==> src/tsrc_pkg.sv <==
// Shared types, opcodes and direction-aware Q40.24 helpers for the step request combiner.
package tsrc_pkg;

  localparam int unsigned TimeW    = 64;
  localparam int unsigned InDataW  = 392;
  localparam int unsigned OutDataW = 200;
  localparam int unsigned OpW      = 2;

  localparam logic signed [TimeW-1:0] TimeMax = {1'b0, {(TimeW-1){1'b1}}};
  localparam logic signed [TimeW-1:0] TimeMin = {1'b1, {(TimeW-1){1'b0}}};

  typedef enum logic [OpW-1:0] {
    OP_MERGE = 2'd0,
    OP_QUERY = 2'd1,
    OP_CHECK = 2'd2,
    OP_CLEAR = 2'd3
  } op_e;

  typedef logic signed [TimeW-1:0] time_t;

  // One request beat as unpacked from tdata
  typedef struct packed {
    logic  goal_valid;
    time_t goal_value;
    logic  size_valid;
    time_t size_value;
    logic  end_valid;
    time_t end_value;
    logic  size_limit_valid;
    time_t size_limit_value;
    logic  end_limit_valid;
    time_t end_limit_value;
    time_t start_time;
  } req_t;

  // Accumulated request state
  typedef struct packed {
    logic  goal_held;
    time_t goal_best;
    time_t size_best;
    time_t end_best;
    logic  same_source;
    time_t size_second;
    time_t end_second;
    time_t size_hard;
    time_t end_hard;
  } accum_t;

  // One result beat before packing
  typedef struct packed {
    time_t chosen_size;
    time_t chosen_end;
    logic  goal_present;
    time_t goal_out;
    logic  size_limit_violated;
    logic  end_limit_violated;
    logic  bad_request;
  } res_t;

  function automatic time_t dir_inf(input logic fwd);
    return fwd ? TimeMax : TimeMin;
  endfunction

  // "a comes before b" in the direction of evolution
  function automatic logic smaller(input logic fwd, input time_t a, input time_t b);
    return fwd ? (a < b) : (a > b);
  endfunction

  function automatic time_t pick_min(input logic fwd, input time_t a, input time_t b);
    return smaller(fwd, b, a) ? b : a;
  endfunction

  function automatic time_t pick_max(input logic fwd, input time_t a, input time_t b);
    return smaller(fwd, a, b) ? b : a;
  endfunction

  // start + x, infinity in x propagates, otherwise saturate
  function automatic time_t plus_sat(input logic fwd, input time_t start, input time_t x);
    logic [TimeW:0] sum;
    time_t          res;
    sum = {x[TimeW-1], x} + {start[TimeW-1], start};
    if (sum[TimeW] != sum[TimeW-1]) begin
      res = sum[TimeW] ? TimeMin : TimeMax;
    end else begin
      res = sum[TimeW-1:0];
    end
    return (x == dir_inf(fwd)) ? x : res;
  endfunction

  // x - start, infinity in x propagates, otherwise saturate
  function automatic time_t minus_sat(input logic fwd, input time_t x, input time_t start);
    logic [TimeW:0] dif;
    time_t          res;
    dif = {x[TimeW-1], x} - {start[TimeW-1], start};
    if (dif[TimeW] != dif[TimeW-1]) begin
      res = dif[TimeW] ? TimeMin : TimeMax;
    end else begin
      res = dif[TimeW-1:0];
    end
    return (x == dir_inf(fwd)) ? x : res;
  endfunction

  function automatic accum_t accum_clear(input logic fwd);
    accum_t a;
    a.goal_held   = 1'b0;
    a.goal_best   = '0;
    a.same_source = 1'b0;
    a.size_best   = dir_inf(fwd);
    a.end_best    = dir_inf(fwd);
    a.size_second = dir_inf(fwd);
    a.end_second  = dir_inf(fwd);
    a.size_hard   = dir_inf(fwd);
    a.end_hard    = dir_inf(fwd);
    return a;
  endfunction

endpackage

==> src/tsrc_eval.sv <==
// Result logic: step query, hard limit check, bad request flag and goal report.
module tsrc_eval (
  input  logic             fwd_i,
  input  tsrc_pkg::op_e    op_i,
  input  tsrc_pkg::req_t   req_i,
  input  tsrc_pkg::accum_t st_i,
  input  tsrc_pkg::accum_t st_next_i,
  output tsrc_pkg::res_t   res_o
);
  import tsrc_pkg::*;

  time_t start, goal_sz, sfe, req_sz, m_sz, q_size;
  time_t goal_en, efs, req_en, m_en, q_end;
  logic  sz_blocked, en_blocked;

  // Query: chosen step size
  always_comb begin
    start      = req_i.start_time;
    goal_sz    = st_i.goal_held ? st_i.goal_best : req_i.goal_value;
    sfe        = minus_sat(fwd_i, st_i.end_best, start);
    req_sz     = pick_max(fwd_i, st_i.size_best, sfe);
    sz_blocked = smaller(fwd_i, goal_sz, req_sz) ||
                 smaller(fwd_i, st_i.size_second, req_sz) ||
                 smaller(fwd_i, minus_sat(fwd_i, st_i.end_second, start), req_sz);
    m_sz       = pick_min(fwd_i, pick_min(fwd_i, goal_sz, st_i.size_best), sfe);
    q_size     = (st_i.same_source && !sz_blocked) ? req_sz : m_sz;
  end

  // Query: chosen step end
  always_comb begin
    goal_en    = plus_sat(fwd_i, start, goal_sz);
    efs        = plus_sat(fwd_i, start, st_i.size_best);
    req_en     = pick_max(fwd_i, st_i.end_best, efs);
    en_blocked = smaller(fwd_i, goal_en, req_en) ||
                 smaller(fwd_i, plus_sat(fwd_i, start, st_i.size_second), req_en) ||
                 smaller(fwd_i, st_i.end_second, req_en);
    m_en       = pick_min(fwd_i, pick_min(fwd_i, goal_en, st_i.end_best), efs);
    q_end      = (st_i.same_source && !en_blocked) ? req_en : m_en;
  end

  // Assemble result fields per opcode
  always_comb begin
    res_o                     = '0;
    res_o.goal_present        = st_next_i.goal_held;
    res_o.goal_out            = st_next_i.goal_held ? st_next_i.goal_best : '0;
    case (op_i)
      OP_MERGE: begin
        res_o.bad_request = req_i.goal_valid & req_i.size_valid &
                            smaller(fwd_i, req_i.goal_value, req_i.size_value);
      end
      OP_QUERY: begin
        res_o.chosen_size = q_size;
        res_o.chosen_end  = q_end;
      end
      OP_CHECK: begin
        res_o.size_limit_violated = smaller(fwd_i, st_i.size_hard, req_i.size_value);
        res_o.end_limit_violated  = smaller(fwd_i, st_i.end_hard, req_i.end_value);
      end
      default: ;
    endcase
  end

endmodule

==> config.mk <==
export PLATFORM = sky130hd
export DESIGN_NAME = tsrc_eval
export DESIGN_NICKNAME = d
export VERILOG_FILES = /design/src/tsrc_pkg.sv /design/src/tsrc_eval.sv
export SDC_FILE = /design/constraint.sdc
export NUM_CORES = 2
export LEC_CHECK = 0
export BUFFER_PORTS_ARGS = -buffer_cell sky130_fd_sc_hd__buf_2
export CORE_AREA = 2 2 578 580
export DETAILED_ROUTE_END_ITERATION = 16
export DIE_AREA = 0 0 580 582
export MAX_ROUTING_LAYER = met4
export PLACE_DENSITY_LB_ADDON = 0.08
export SLEW_MARGIN = 25
export SYNTH_ARGS = -nofsm -noshare
export SYNTH_HDL_FRONTEND = slang
export SYNTH_SLANG_ARGS = --single-unit
export TNS_END_PERCENT = 30
==> constraint.sdc <==
create_clock -name vclk -period 37.2
set_input_delay 5.58 -clock vclk [all_inputs]
set_output_delay 5.58 -clock vclk [all_outputs]
set_load 0.01 [all_outputs]
==> results.json <==
{
  "syn_nets": 10324,
  "finalCritPeriodShare": 0.789,
  "yosys_warnings": 0,
  "synth_cell_types": 92,
  "rsz0062_at_grt": "no",
  "final_util": 0.195,
  "status": "completed",
  "finalCriticalPeriod_ns": 29.34,
  "fmax_ghz": 0.0341,
  "whs_path_depth": 3,
  "routed_wl_mm": 464,
  "rows": 212,
  "grtUsageMet2": 0.442,
  "hold_violations": 0,
  "antenna_found_initial": 163,
  "multi_input_area_um2": 50500,
  "boundaryPins": 1488,
  "grt_pass1_wl_mm": 608,
  "grt_pass1_vias": 66153,
  "area.growth.synth_to_final_pct": 21.0,
  "drtPass1Iterations": 7,
  "portBuffers": 972,
  "post_cts_buffers": 0,
  "initial_core_util": 0.161,
  "worstPathArrival_ns": 23.76,
  "setup_viol": 0,
  "synth_common_cells": "ha_1, a21oi_1, o21ai_0",
  "endpoint_kind": "output port",
  "worst_pin_slew_ns": 1.33,
  "drive_gt1_frac": 0.155,
  "cp_max_fo": 59,
  "dieHeight_um": 582,
  "dieArea_um2": 338000,
  "grtUsageTotal": 0.270,
  "routedWlPerCell_um": 35.5,
  "hold_buffers": 0,
  "fin_area_um2": 64700,
  "place_congestion": 0.987,
  "cp_common_cell": "buf_4",
  "coreArea_um2": 332000,
  "use_met1": 0.339,
  "setup_tns_ns": 0,
  "die_x_um": 580,
  "fillCellCount": 38147,
  "critPathMaxStageDelay_ns": 0.95,
  "drv_cap": 0,
  "cts_resized": 0,
  "cpMaxStageDelayCell": "a221oi_1",
  "vias_per_cell": 5.16,
  "hold_path.class": "in -> out",
  "instances_no_fill": 13085,
  "place_area_um2": 64500,
  "ys_seq_area_frac": 0,
  "vias": 67521,
  "yosys.area.top_type": "ha_1",
  "nets": 11196,
  "finalMaxSlewViolations": 0,
  "syn_avg_cell_area_um2": 6.91,
  "ant_nets": 0,
  "critPathKind": "in -> out",
  "syn_area_um2": 53500,
  "flops_and_latches": 0,
  "placed_cells": 12995,
  "yosysMostFrequentCell": "ha_1",
  "grt_max_degree": 66,
  "seq_area_um2": 0,
  "synthCells": 7739,
  "use_met3": 0.0243,
  "drt_iter0_drc": 5771,
  "dp_hpwl_mm": 411,
  "drc": 0,
  "n_clock_buffer": 0,
  "synthTopCellsByArea": "ha_1, a21oi_1, a21o_1, o21ai_0, nor2_1",
  "worstPathRequired_ns": 31.62,
  "grt.busiest_layer": "met2",
  "relSlewSlack": 0.114,
  "worstSetupStartpointType": "input port",
  "synth_top_cell_area_share": 0.301,
  "global_route.overflow_total": 0
}
final timing paths:
path | start | to | slack (ns)
max | st_i[449] | res_o[78] | 7.86
min | st_next_i[445] | res_o[63] | 11.46
cell usage in the layout (no fill, tap or decap), drive strengths merged, types with 134 or more instances in the layout:
cell   instances
nand3        180
buf         1164
mux2i        198
a21o         454
xnor2        183
nor2b        134
nand2        537
ha          1288
nor2         589
a21oi        711
o21ai        595
inv          581
nand4        306
nor3         166
metrics by stage:
step / hold WS (ns) / setup WS [ns]
finish: 11.46 / 7.86
global route: 11.47 / 7.16
CTS: 11.46 / 7.80
detailed placement: 11.46 / 7.84
global placement: 11.46 / 7.78
floorplan: 11.25 / 12.60
logic make-up after synthesis:
logic type | synth area share
xor+xnor | 0.0463
fa+ha+maj | 0.303
simple gates | 0.227
compound gates | 0.313
buf+inv | 0.0626
mux | 0.0478
worst max-delay path: cells and delay by family:
kind / cells / cell delay (ns)
AOI/OAI and AO/OA: 18 / 6.06
xor gates and xnor gates: 1 / 0.17
adders and majority gates: 4 / 1.62
buffers and inverters: 12 / 4.14
muxes: 4 / 2.39
and+or+nand+nor: 11 / 3.54
routing by layer:
| metal | part of all wire | wire, um | up-vias |
|---|---|---|---|
| li1 | - | - | 30913 |
| met2 | 0.46 | 215000 | 2753 |
| met4 | 0.050 | 23200 | 0 |
| met5 | 0 | 0 | - |
| met1 | 0.44 | 204000 | 33427 |
| met3 | 0.048 | 22100 | 428 |
cell type report:
cell class         count  share of cell area
inverters            584              0.0339
multi-input cells   6861               0.780
well taps           4387              0.0848
diodes                89             0.00344
repair buffers      1164              0.0977
