<file path="src/tsrc_pkg.sv">
// Shared types, opcodes and direction-aware Q40.24 helpers for the step request combiner.
package tsrc_pkg;

  localparam int unsigned TimeW    = 64;
  localparam int unsigned InDataW  = 392;
  localparam int unsigned OutDataW = 200;
  localparam int unsigned OpW      = 2;

  localparam logic signed [TimeW-1:0] TimeMax = {1'b0, {(TimeW-1){1'b1}}};
  localparam logic signed [TimeW-1:0] TimeMin = {1'b1, {(TimeW-1){1'b0}}};

  typedef enum logic [OpW-1:0] {
    OP_MERGE = 2'd0,
    OP_QUERY = 2'd1,
    OP_CHECK = 2'd2,
    OP_CLEAR = 2'd3
  } op_e;

  typedef logic signed [TimeW-1:0] time_t;

  // One request beat as unpacked from tdata
  typedef struct packed {
    logic  goal_valid;
    time_t goal_value;
    logic  size_valid;
    time_t size_value;
    logic  end_valid;
    time_t end_value;
    logic  size_limit_valid;
    time_t size_limit_value;
    logic  end_limit_valid;
    time_t end_limit_value;
    time_t start_time;
  } req_t;

  // Accumulated request state
  typedef struct packed {
    logic  goal_held;
    time_t goal_best;
    time_t size_best;
    time_t end_best;
    logic  same_source;
    time_t size_second;
    time_t end_second;
    time_t size_hard;
    time_t end_hard;
  } accum_t;

  // One result beat before packing
  typedef struct packed {
    time_t chosen_size;
    time_t chosen_end;
    logic  goal_present;
    time_t goal_out;
    logic  size_limit_violated;
    logic  end_limit_violated;
    logic  bad_request;
  } res_t;

  function automatic time_t dir_inf(input logic fwd);
    return fwd ? TimeMax : TimeMin;
  endfunction

  // "a comes before b" in the direction of evolution
  function automatic logic smaller(input logic fwd, input time_t a, input time_t b);
    return fwd ? (a < b) : (a > b);
  endfunction

  function automatic time_t pick_min(input logic fwd, input time_t a, input time_t b);
    return smaller(fwd, b, a) ? b : a;
  endfunction

  function automatic time_t pick_max(input logic fwd, input time_t a, input time_t b);
    return smaller(fwd, a, b) ? b : a;
  endfunction

  // start + x, infinity in x propagates, otherwise saturate
  function automatic time_t plus_sat(input logic fwd, input time_t start, input time_t x);
    logic [TimeW:0] sum;
    time_t          res;
    sum = {x[TimeW-1], x} + {start[TimeW-1], start};
    if (sum[TimeW] != sum[TimeW-1]) begin
      res = sum[TimeW] ? TimeMin : TimeMax;
    end else begin
      res = sum[TimeW-1:0];
    end
    return (x == dir_inf(fwd)) ? x : res;
  endfunction

  // x - start, infinity in x propagates, otherwise saturate
  function automatic time_t minus_sat(input logic fwd, input time_t x, input time_t start);
    logic [TimeW:0] dif;
    time_t          res;
    dif = {x[TimeW-1], x} - {start[TimeW-1], start};
    if (dif[TimeW] != dif[TimeW-1]) begin
      res = dif[TimeW] ? TimeMin : TimeMax;
    end else begin
      res = dif[TimeW-1:0];
    end
    return (x == dir_inf(fwd)) ? x : res;
  endfunction

  function automatic accum_t accum_clear(input logic fwd);
    accum_t a;
    a.goal_held   = 1'b0;
    a.goal_best   = '0;
    a.same_source = 1'b0;
    a.size_best   = dir_inf(fwd);
    a.end_best    = dir_inf(fwd);
    a.size_second = dir_inf(fwd);
    a.end_second  = dir_inf(fwd);
    a.size_hard   = dir_inf(fwd);
    a.end_hard    = dir_inf(fwd);
    return a;
  endfunction

endpackage

</file>
<file path="src/tsrc_accum.sv">
// Accumulator registers with merge, clear and direction register update.
module tsrc_accum (
  input  logic           clk_i,
  input  logic           rst_ni,
  input  logic           step_i,
  input  tsrc_pkg::op_e  op_i,
  input  tsrc_pkg::req_t req_i,
  input  logic           cfg_we_i,
  input  logic           cfg_fwd_i,
  output logic           fwd_o,
  output tsrc_pkg::accum_t st_o,
  output tsrc_pkg::accum_t st_next_o
);
  import tsrc_pkg::*;

  logic   fwd_q, fwd_d;
  accum_t st_q, st_d;
  accum_t mrg;

  time_t inf, goal_in, goal_cur, os, oe, osl, oel, ns, ne;
  logic  ocan, s_mine, e_mine, s_theirs, e_theirs;

  // Merge one request into the held state
  always_comb begin
    inf      = dir_inf(fwd_q);
    goal_in  = req_i.goal_valid ? req_i.goal_value : inf;
    goal_cur = st_q.goal_held ? st_q.goal_best : inf;
    os       = req_i.size_valid ? req_i.size_value : inf;
    oe       = req_i.end_valid ? req_i.end_value : inf;
    ocan     = req_i.size_valid & req_i.end_valid;
    osl      = req_i.size_limit_valid ? req_i.size_limit_value : inf;
    oel      = req_i.end_limit_valid ? req_i.end_limit_value : inf;

    mrg = st_q;
    if (smaller(fwd_q, goal_in, goal_cur)) begin
      mrg.goal_held = req_i.goal_valid;
      mrg.goal_best = req_i.goal_valid ? req_i.goal_value : '0;
    end

    // Second best: the loser of the two firsts, or the old second if that is better
    if (smaller(fwd_q, st_q.size_best, os)) begin
      mrg.size_second = pick_min(fwd_q, st_q.size_second, os);
    end else if (smaller(fwd_q, os, st_q.size_best)) begin
      mrg.size_second = st_q.size_best;
    end
    if (smaller(fwd_q, st_q.end_best, oe)) begin
      mrg.end_second = pick_min(fwd_q, st_q.end_second, oe);
    end else if (smaller(fwd_q, oe, st_q.end_best)) begin
      mrg.end_second = st_q.end_best;
    end

    ns       = pick_min(fwd_q, st_q.size_best, os);
    ne       = pick_min(fwd_q, st_q.end_best, oe);
    s_mine   = (ns == st_q.size_best);
    e_mine   = (ne == st_q.end_best);
    s_theirs = (ns == os);
    e_theirs = (ne == oe);

    // Track whether best size and best end share one source
    if ((s_mine == e_mine) && (s_theirs == e_theirs)) begin
      if (s_mine) begin
        if (s_theirs) begin
          mrg.same_source = st_q.same_source & ocan;
        end
      end else begin
        mrg.same_source = s_theirs & ocan;
      end
    end else begin
      mrg.same_source = 1'b0;
    end

    mrg.size_best = ns;
    mrg.end_best  = ne;
    mrg.size_hard = pick_min(fwd_q, st_q.size_hard, osl);
    mrg.end_hard  = pick_min(fwd_q, st_q.end_hard, oel);
  end

  // Select next state; a register write clears under the new direction
  always_comb begin
    fwd_d = fwd_q;
    st_d  = st_q;
    if (cfg_we_i) begin
      fwd_d = cfg_fwd_i;
      st_d  = accum_clear(cfg_fwd_i);
    end else if (step_i) begin
      case (op_i)
        OP_MERGE: st_d = mrg;
        OP_CLEAR: st_d = accum_clear(fwd_q);
        default:  st_d = st_q;
      endcase
    end
  end

  always_ff @(posedge clk_i or negedge rst_ni) begin
    if (!rst_ni) begin
      fwd_q <= 1'b1;
      st_q  <= accum_clear(1'b1);
    end else begin
      fwd_q <= fwd_d;
      st_q  <= st_d;
    end
  end

  assign fwd_o     = fwd_q;
  assign st_o      = st_q;
  assign st_next_o = st_d;

endmodule

</file>
<file path="config.mk">
export PLATFORM = sky130hd
export DESIGN_NAME = tsrc_accum
export DESIGN_NICKNAME = d
export VERILOG_FILES = /design/src/tsrc_pkg.sv /design/src/tsrc_accum.sv
export SDC_FILE = /design/constraint.sdc
export NUM_CORES = 2
export LEC_CHECK = 0
export BUFFER_PORTS_ARGS = -buffer_cell sky130_fd_sc_hd__buf_2
export CAP_MARGIN = 30
export CORE_AREA = 2 2 503 505
export CTS_CLUSTER_DIAMETER = 40
export DETAILED_ROUTE_END_ITERATION = 8
export DIE_AREA = 0 0 505 507
export GPL_TIMING_DRIVEN = 0
export PLACE_DENSITY_LB_ADDON = 0.15
export SLEW_MARGIN = 20
export SYNTH_ARGS = -nofsm -noshare
export SYNTH_HDL_FRONTEND = slang
export SYNTH_SLANG_ARGS = --single-unit
export TNS_END_PERCENT = 100
</file>
<file path="constraint.sdc">
create_clock -name clk_i -period 18.2 [get_ports clk_i]
set_clock_uncertainty 0.1 [all_clocks]
set_input_delay 2.73 -clock clk_i [delete_from_list [all_inputs] [get_ports clk_i]]
set_output_delay 2.73 -clock clk_i [all_outputs]
set_load 0.02 [all_outputs]
</file>
==> reports/metrics.cfg <==
[run_status]
status = finished, final reports clean

[synth]
yosysWarnings = 0
synth_edf_count = 0
netlist_area_um2 = 38770
synth.area.top_cells = dfstp_2, ha_1, a21oi_1
synth.yosys.seq_area_share = 0.3033
avgSynthCellArea_um2 = 8.274
ys_seq_elements = 451
synth_top_cell_by_area = dfstp_2
syn-instance-count = 4686
ys.flop_type = dfstp_2
ys_async_sr_fraction = 1.000
syn_nets = 5532
synthDistinctLibCells = 79
synth_top_area_frac = 0.2568

[floorplan]
die_w_um = 505
fp.coreArea_um2 = 250500
die_area_um2 = 256000
initial_core_util = 0.1548
pin_count = 1297
row_count = 184
die_h_um = 507

[global_route]
track_usage = 0.2324
grt_first_pass_wirelength_um = 415700
grt_antenna_before_repair = 60
grt_pass1_vias = 46620
overflow = 0
grt_max_degree = 84

[setup_path]
worstPathCellList = clkbuf_1 > clkbuf_1 > buf_1 > clkbuf_1 > clkbuf_1 > nand2_1 > nand2_1 > ha_1 > nand4_1 > inv_1 > a221oi_1 > o21ai_0 > a2111oi_0 > nand2_1 > xnor2_2 > mux2i_1 > buf_2 > a21o_1 > buf_2 > clkbuf_1 > a221oi_1 > nor2_1 > buf_2
crit_path_frequent_cell = clkbuf_1
path_max_fanout = 10
path_class = in -> out
cp-start-kind = input pin
critical_path_arrival_ns = 11.39
timing.rr.start = fwd_o$_DFFE_PN1P_
slowest_stage = a2111oi_0
critical_path.max_stage_delay_ns = 0.85
end_kind = output pin
worst-r2r-setup-slack_ns = 9.88
r2r_end = st_o[318]$_DFF_PN1_
ff2ff_path_depth = 22
worst_ep_required_time_ns = 15.37

[layout]
post-route-util = 0.2157
layout-drive-gt1-share = 0.3317
final_cells = 9551
synthToLayoutAreaGrowth_pct = 39.33
nNetsFinal = 6926
final_area_um2 = 54020

[worst_hold_path]
whs_path_depth = 2
hold-path-endpoint = st_o[256]$_DFF_PN0_
worstHoldPathType = reg -> reg
hp-start = st_o[256]$_DFF_PN0_

[detailed_routing]
dr_total_vias = 46370
ant_nets = 0
firstDrtPassIters = 5
drc = 0
wl_per_cell_um = 32.57
routed_wl_um = 311000
viasPerCell = 4.855
drtIter0Drc = 4103

[clocking]
hold_buffers = 0
root_buffer = clkbuf_16
cts_setup_buffers = 0
cts_tree = built
clk_path_buf_depth = 3
path_clk_slew_ns = 0.05
clk_latency_ns = 0.79
htreeDepth = 3
cts_inserted_buffers = 120
cts.repair.resized = 0
clock_sinks = 451

[power_and_ir_drop]
irDropWorstVdd_mv = 0.08698
p_leak_nw = 25.37
p_per_area_nw_per_um2 = 112.2

[timing]
finalSetupViolations = 0
fin_crit_ns = 14.22
maxSlewViolCount = 0
max-slew-margin-rel = 0.2791
hold_viol_final = 0
rsz0062_at_grt = false
tns_ns = 0
tightest_slew_ns = 1.072
fmax_ghz = 0.07031
finalCritPeriodShare = 0.7815

[placement]
port_buffers = 1230
hpwl_um = 264200
gp_congestion = 0.9617
place_area_um2 = 49770
dp.cells = 9300

[run]
drv_cap = 0

## synthesized netlist by cell type, types with 10 or more instances
master / instances
o211ai_1: 18
a211oi_1: 21
inv_1: 458
xnor2_1: 35
or3_1: 10
nor2_1: 191
nand4b_1: 65
o21ai_0: 134
dfrtp_1: 72
a311o_1: 16
nor2b_1: 19
o311ai_0: 124
a21o_1: 136
o2111ai_1: 13
nand4_1: 109
o221ai_1: 73
buf_2: 63
nand2_1: 574
a221oi_2: 60
o21bai_1: 23
nand2b_1: 16
buf_1: 28
o31ai_1: 71
nand3_1: 112
nand3b_1: 64
a21oi_1: 493
nor3_1: 99
o22ai_1: 36
o21ai_1: 62
dfstp_2: 379
o21a_1: 17
a22oi_1: 15
a211o_1: 51
a221o_1: 63
a31oi_1: 14
nor4_1: 26
clkbuf_1: 278
ha_1: 450
a221oi_1: 91
## cell families after synthesis
kind of cell               synth area share
AOI/OAI and AO/OA                    0.2923
and+or+nand+nor                      0.1639
buffers and inverters               0.08336
DFF                                  0.3033
adders and majority gates            0.1452
xor gates and xnor gates           0.008778
muxes                              0.003033
## state kept, by name, indices dropped and copies added, names as in the netlist
signal	flops
st_o	450
fwd_o	1
## layer usage
layer,wire (µm),up-vias,track usage
met5,45,-,0
met4,13190,8,0.09182
met3,25840,411,0.06460
met2,140600,2289,0.3715
met1,131400,23320,0.2943
li1,-,20340,-
## final cells by class
cell class | count | area, µm²
antenna | 19 | 47.55
buffer | 374 | 1533
clock buffer | 138 | 3201
clock inverter | 88 | 962.2
fill | 28510 | 196500
inverter | 458 | 1719
multi-input combinational | 3403 | 23850
sequential | 451 | 11760
tap | 3348 | 4189
timing repair buffer | 1272 | 6755
## how the worst max path moves through the flow
| stage | start | endpoint | slack (ns) | cells after the start |
|---|---|---|---|---|
| 6_report | req_i[258] | st_next_o[318] | 3.98 | 23 |
| 5_1_grt | req_i[258] | st_next_o[318] | 3.75 | 23 |
| 4_1_cts | req_i[258] | st_next_o[318] | 4.03 | 22 |
| 3_5_place_dp | req_i[258] | st_next_o[318] | 4.06 | 22 |
| 3_3_place_gp | rst_ni | st_o[432]$_DFF_PN0_ | 3.63 | 1 |
| 2_1_floorplan | req_i[258] | st_next_o[134] | 7.96 | 20 |
## per-stage QoR
step / total power, W / hold slack [ns] / setup WS, ns
after global placement: 0.003833 / 0.4411 / 3.626
after global routing: 0.006343 / 0.5057 / 3.745
after CTS: 0.006114 / 0.4433 / 4.033
after floorplan: 0.002637 / 0.5712 / 7.958
after detailed placement: 0.003852 / 0.4338 / 4.064
final: 0.006060 / 0.4417 / 3.977
## power breakdown
group	internal (W)	leakage (nW)	total, W	switching [W]
clock network	0.00141	2.01	0.00221	0.000794
registers	0.00122	4.98	0.00146	0.000238
logic	0.000670	18.4	0.00239	0.00172
## worst max-delay path: cells and delay by family
family,cells,cell delay [ns]
adders and majority gates,1,0.32
and+or+nand+nor,5,1.35
muxes,1,0.43
buffers and inverters,10,4.63
AOI/OAI and AO/OA,5,1.59
xor gates and xnor gates,1,0.28
## placed cells by master, fill, tap and decap left out, types with 17 or more instances in the layout
master	instances
a211o_1	51
a211oi_1	21
a21o_1	136
a21oi_1	492
a221o_1	63
a221oi_1	90
a221oi_2	61
buf_1	27
buf_2	1298
clkbuf_1	268
clkbuf_16	120
clkbuf_2	17
clkinv_2	22
clkinv_4	17
clkinvlp_4	18
dfrtp_1	72
dfstp_2	379
diode_2	19
ha_1	450
inv_1	458
nand2_1	573
nand3_1	112
nand3b_1	64
nand4_1	109
nand4b_1	65
nor2_1	187
nor2b_1	19
nor3_1	99
nor4_1	26
o211ai_1	18
o21a_1	17
o21ai_0	134
o21ai_1	62
o21bai_1	22
o221ai_1	73
o22ai_1	36
o311ai_0	115
o31ai_1	71
xnor2_1	35
Note: power is estimated with default switching activity, not from simulation.
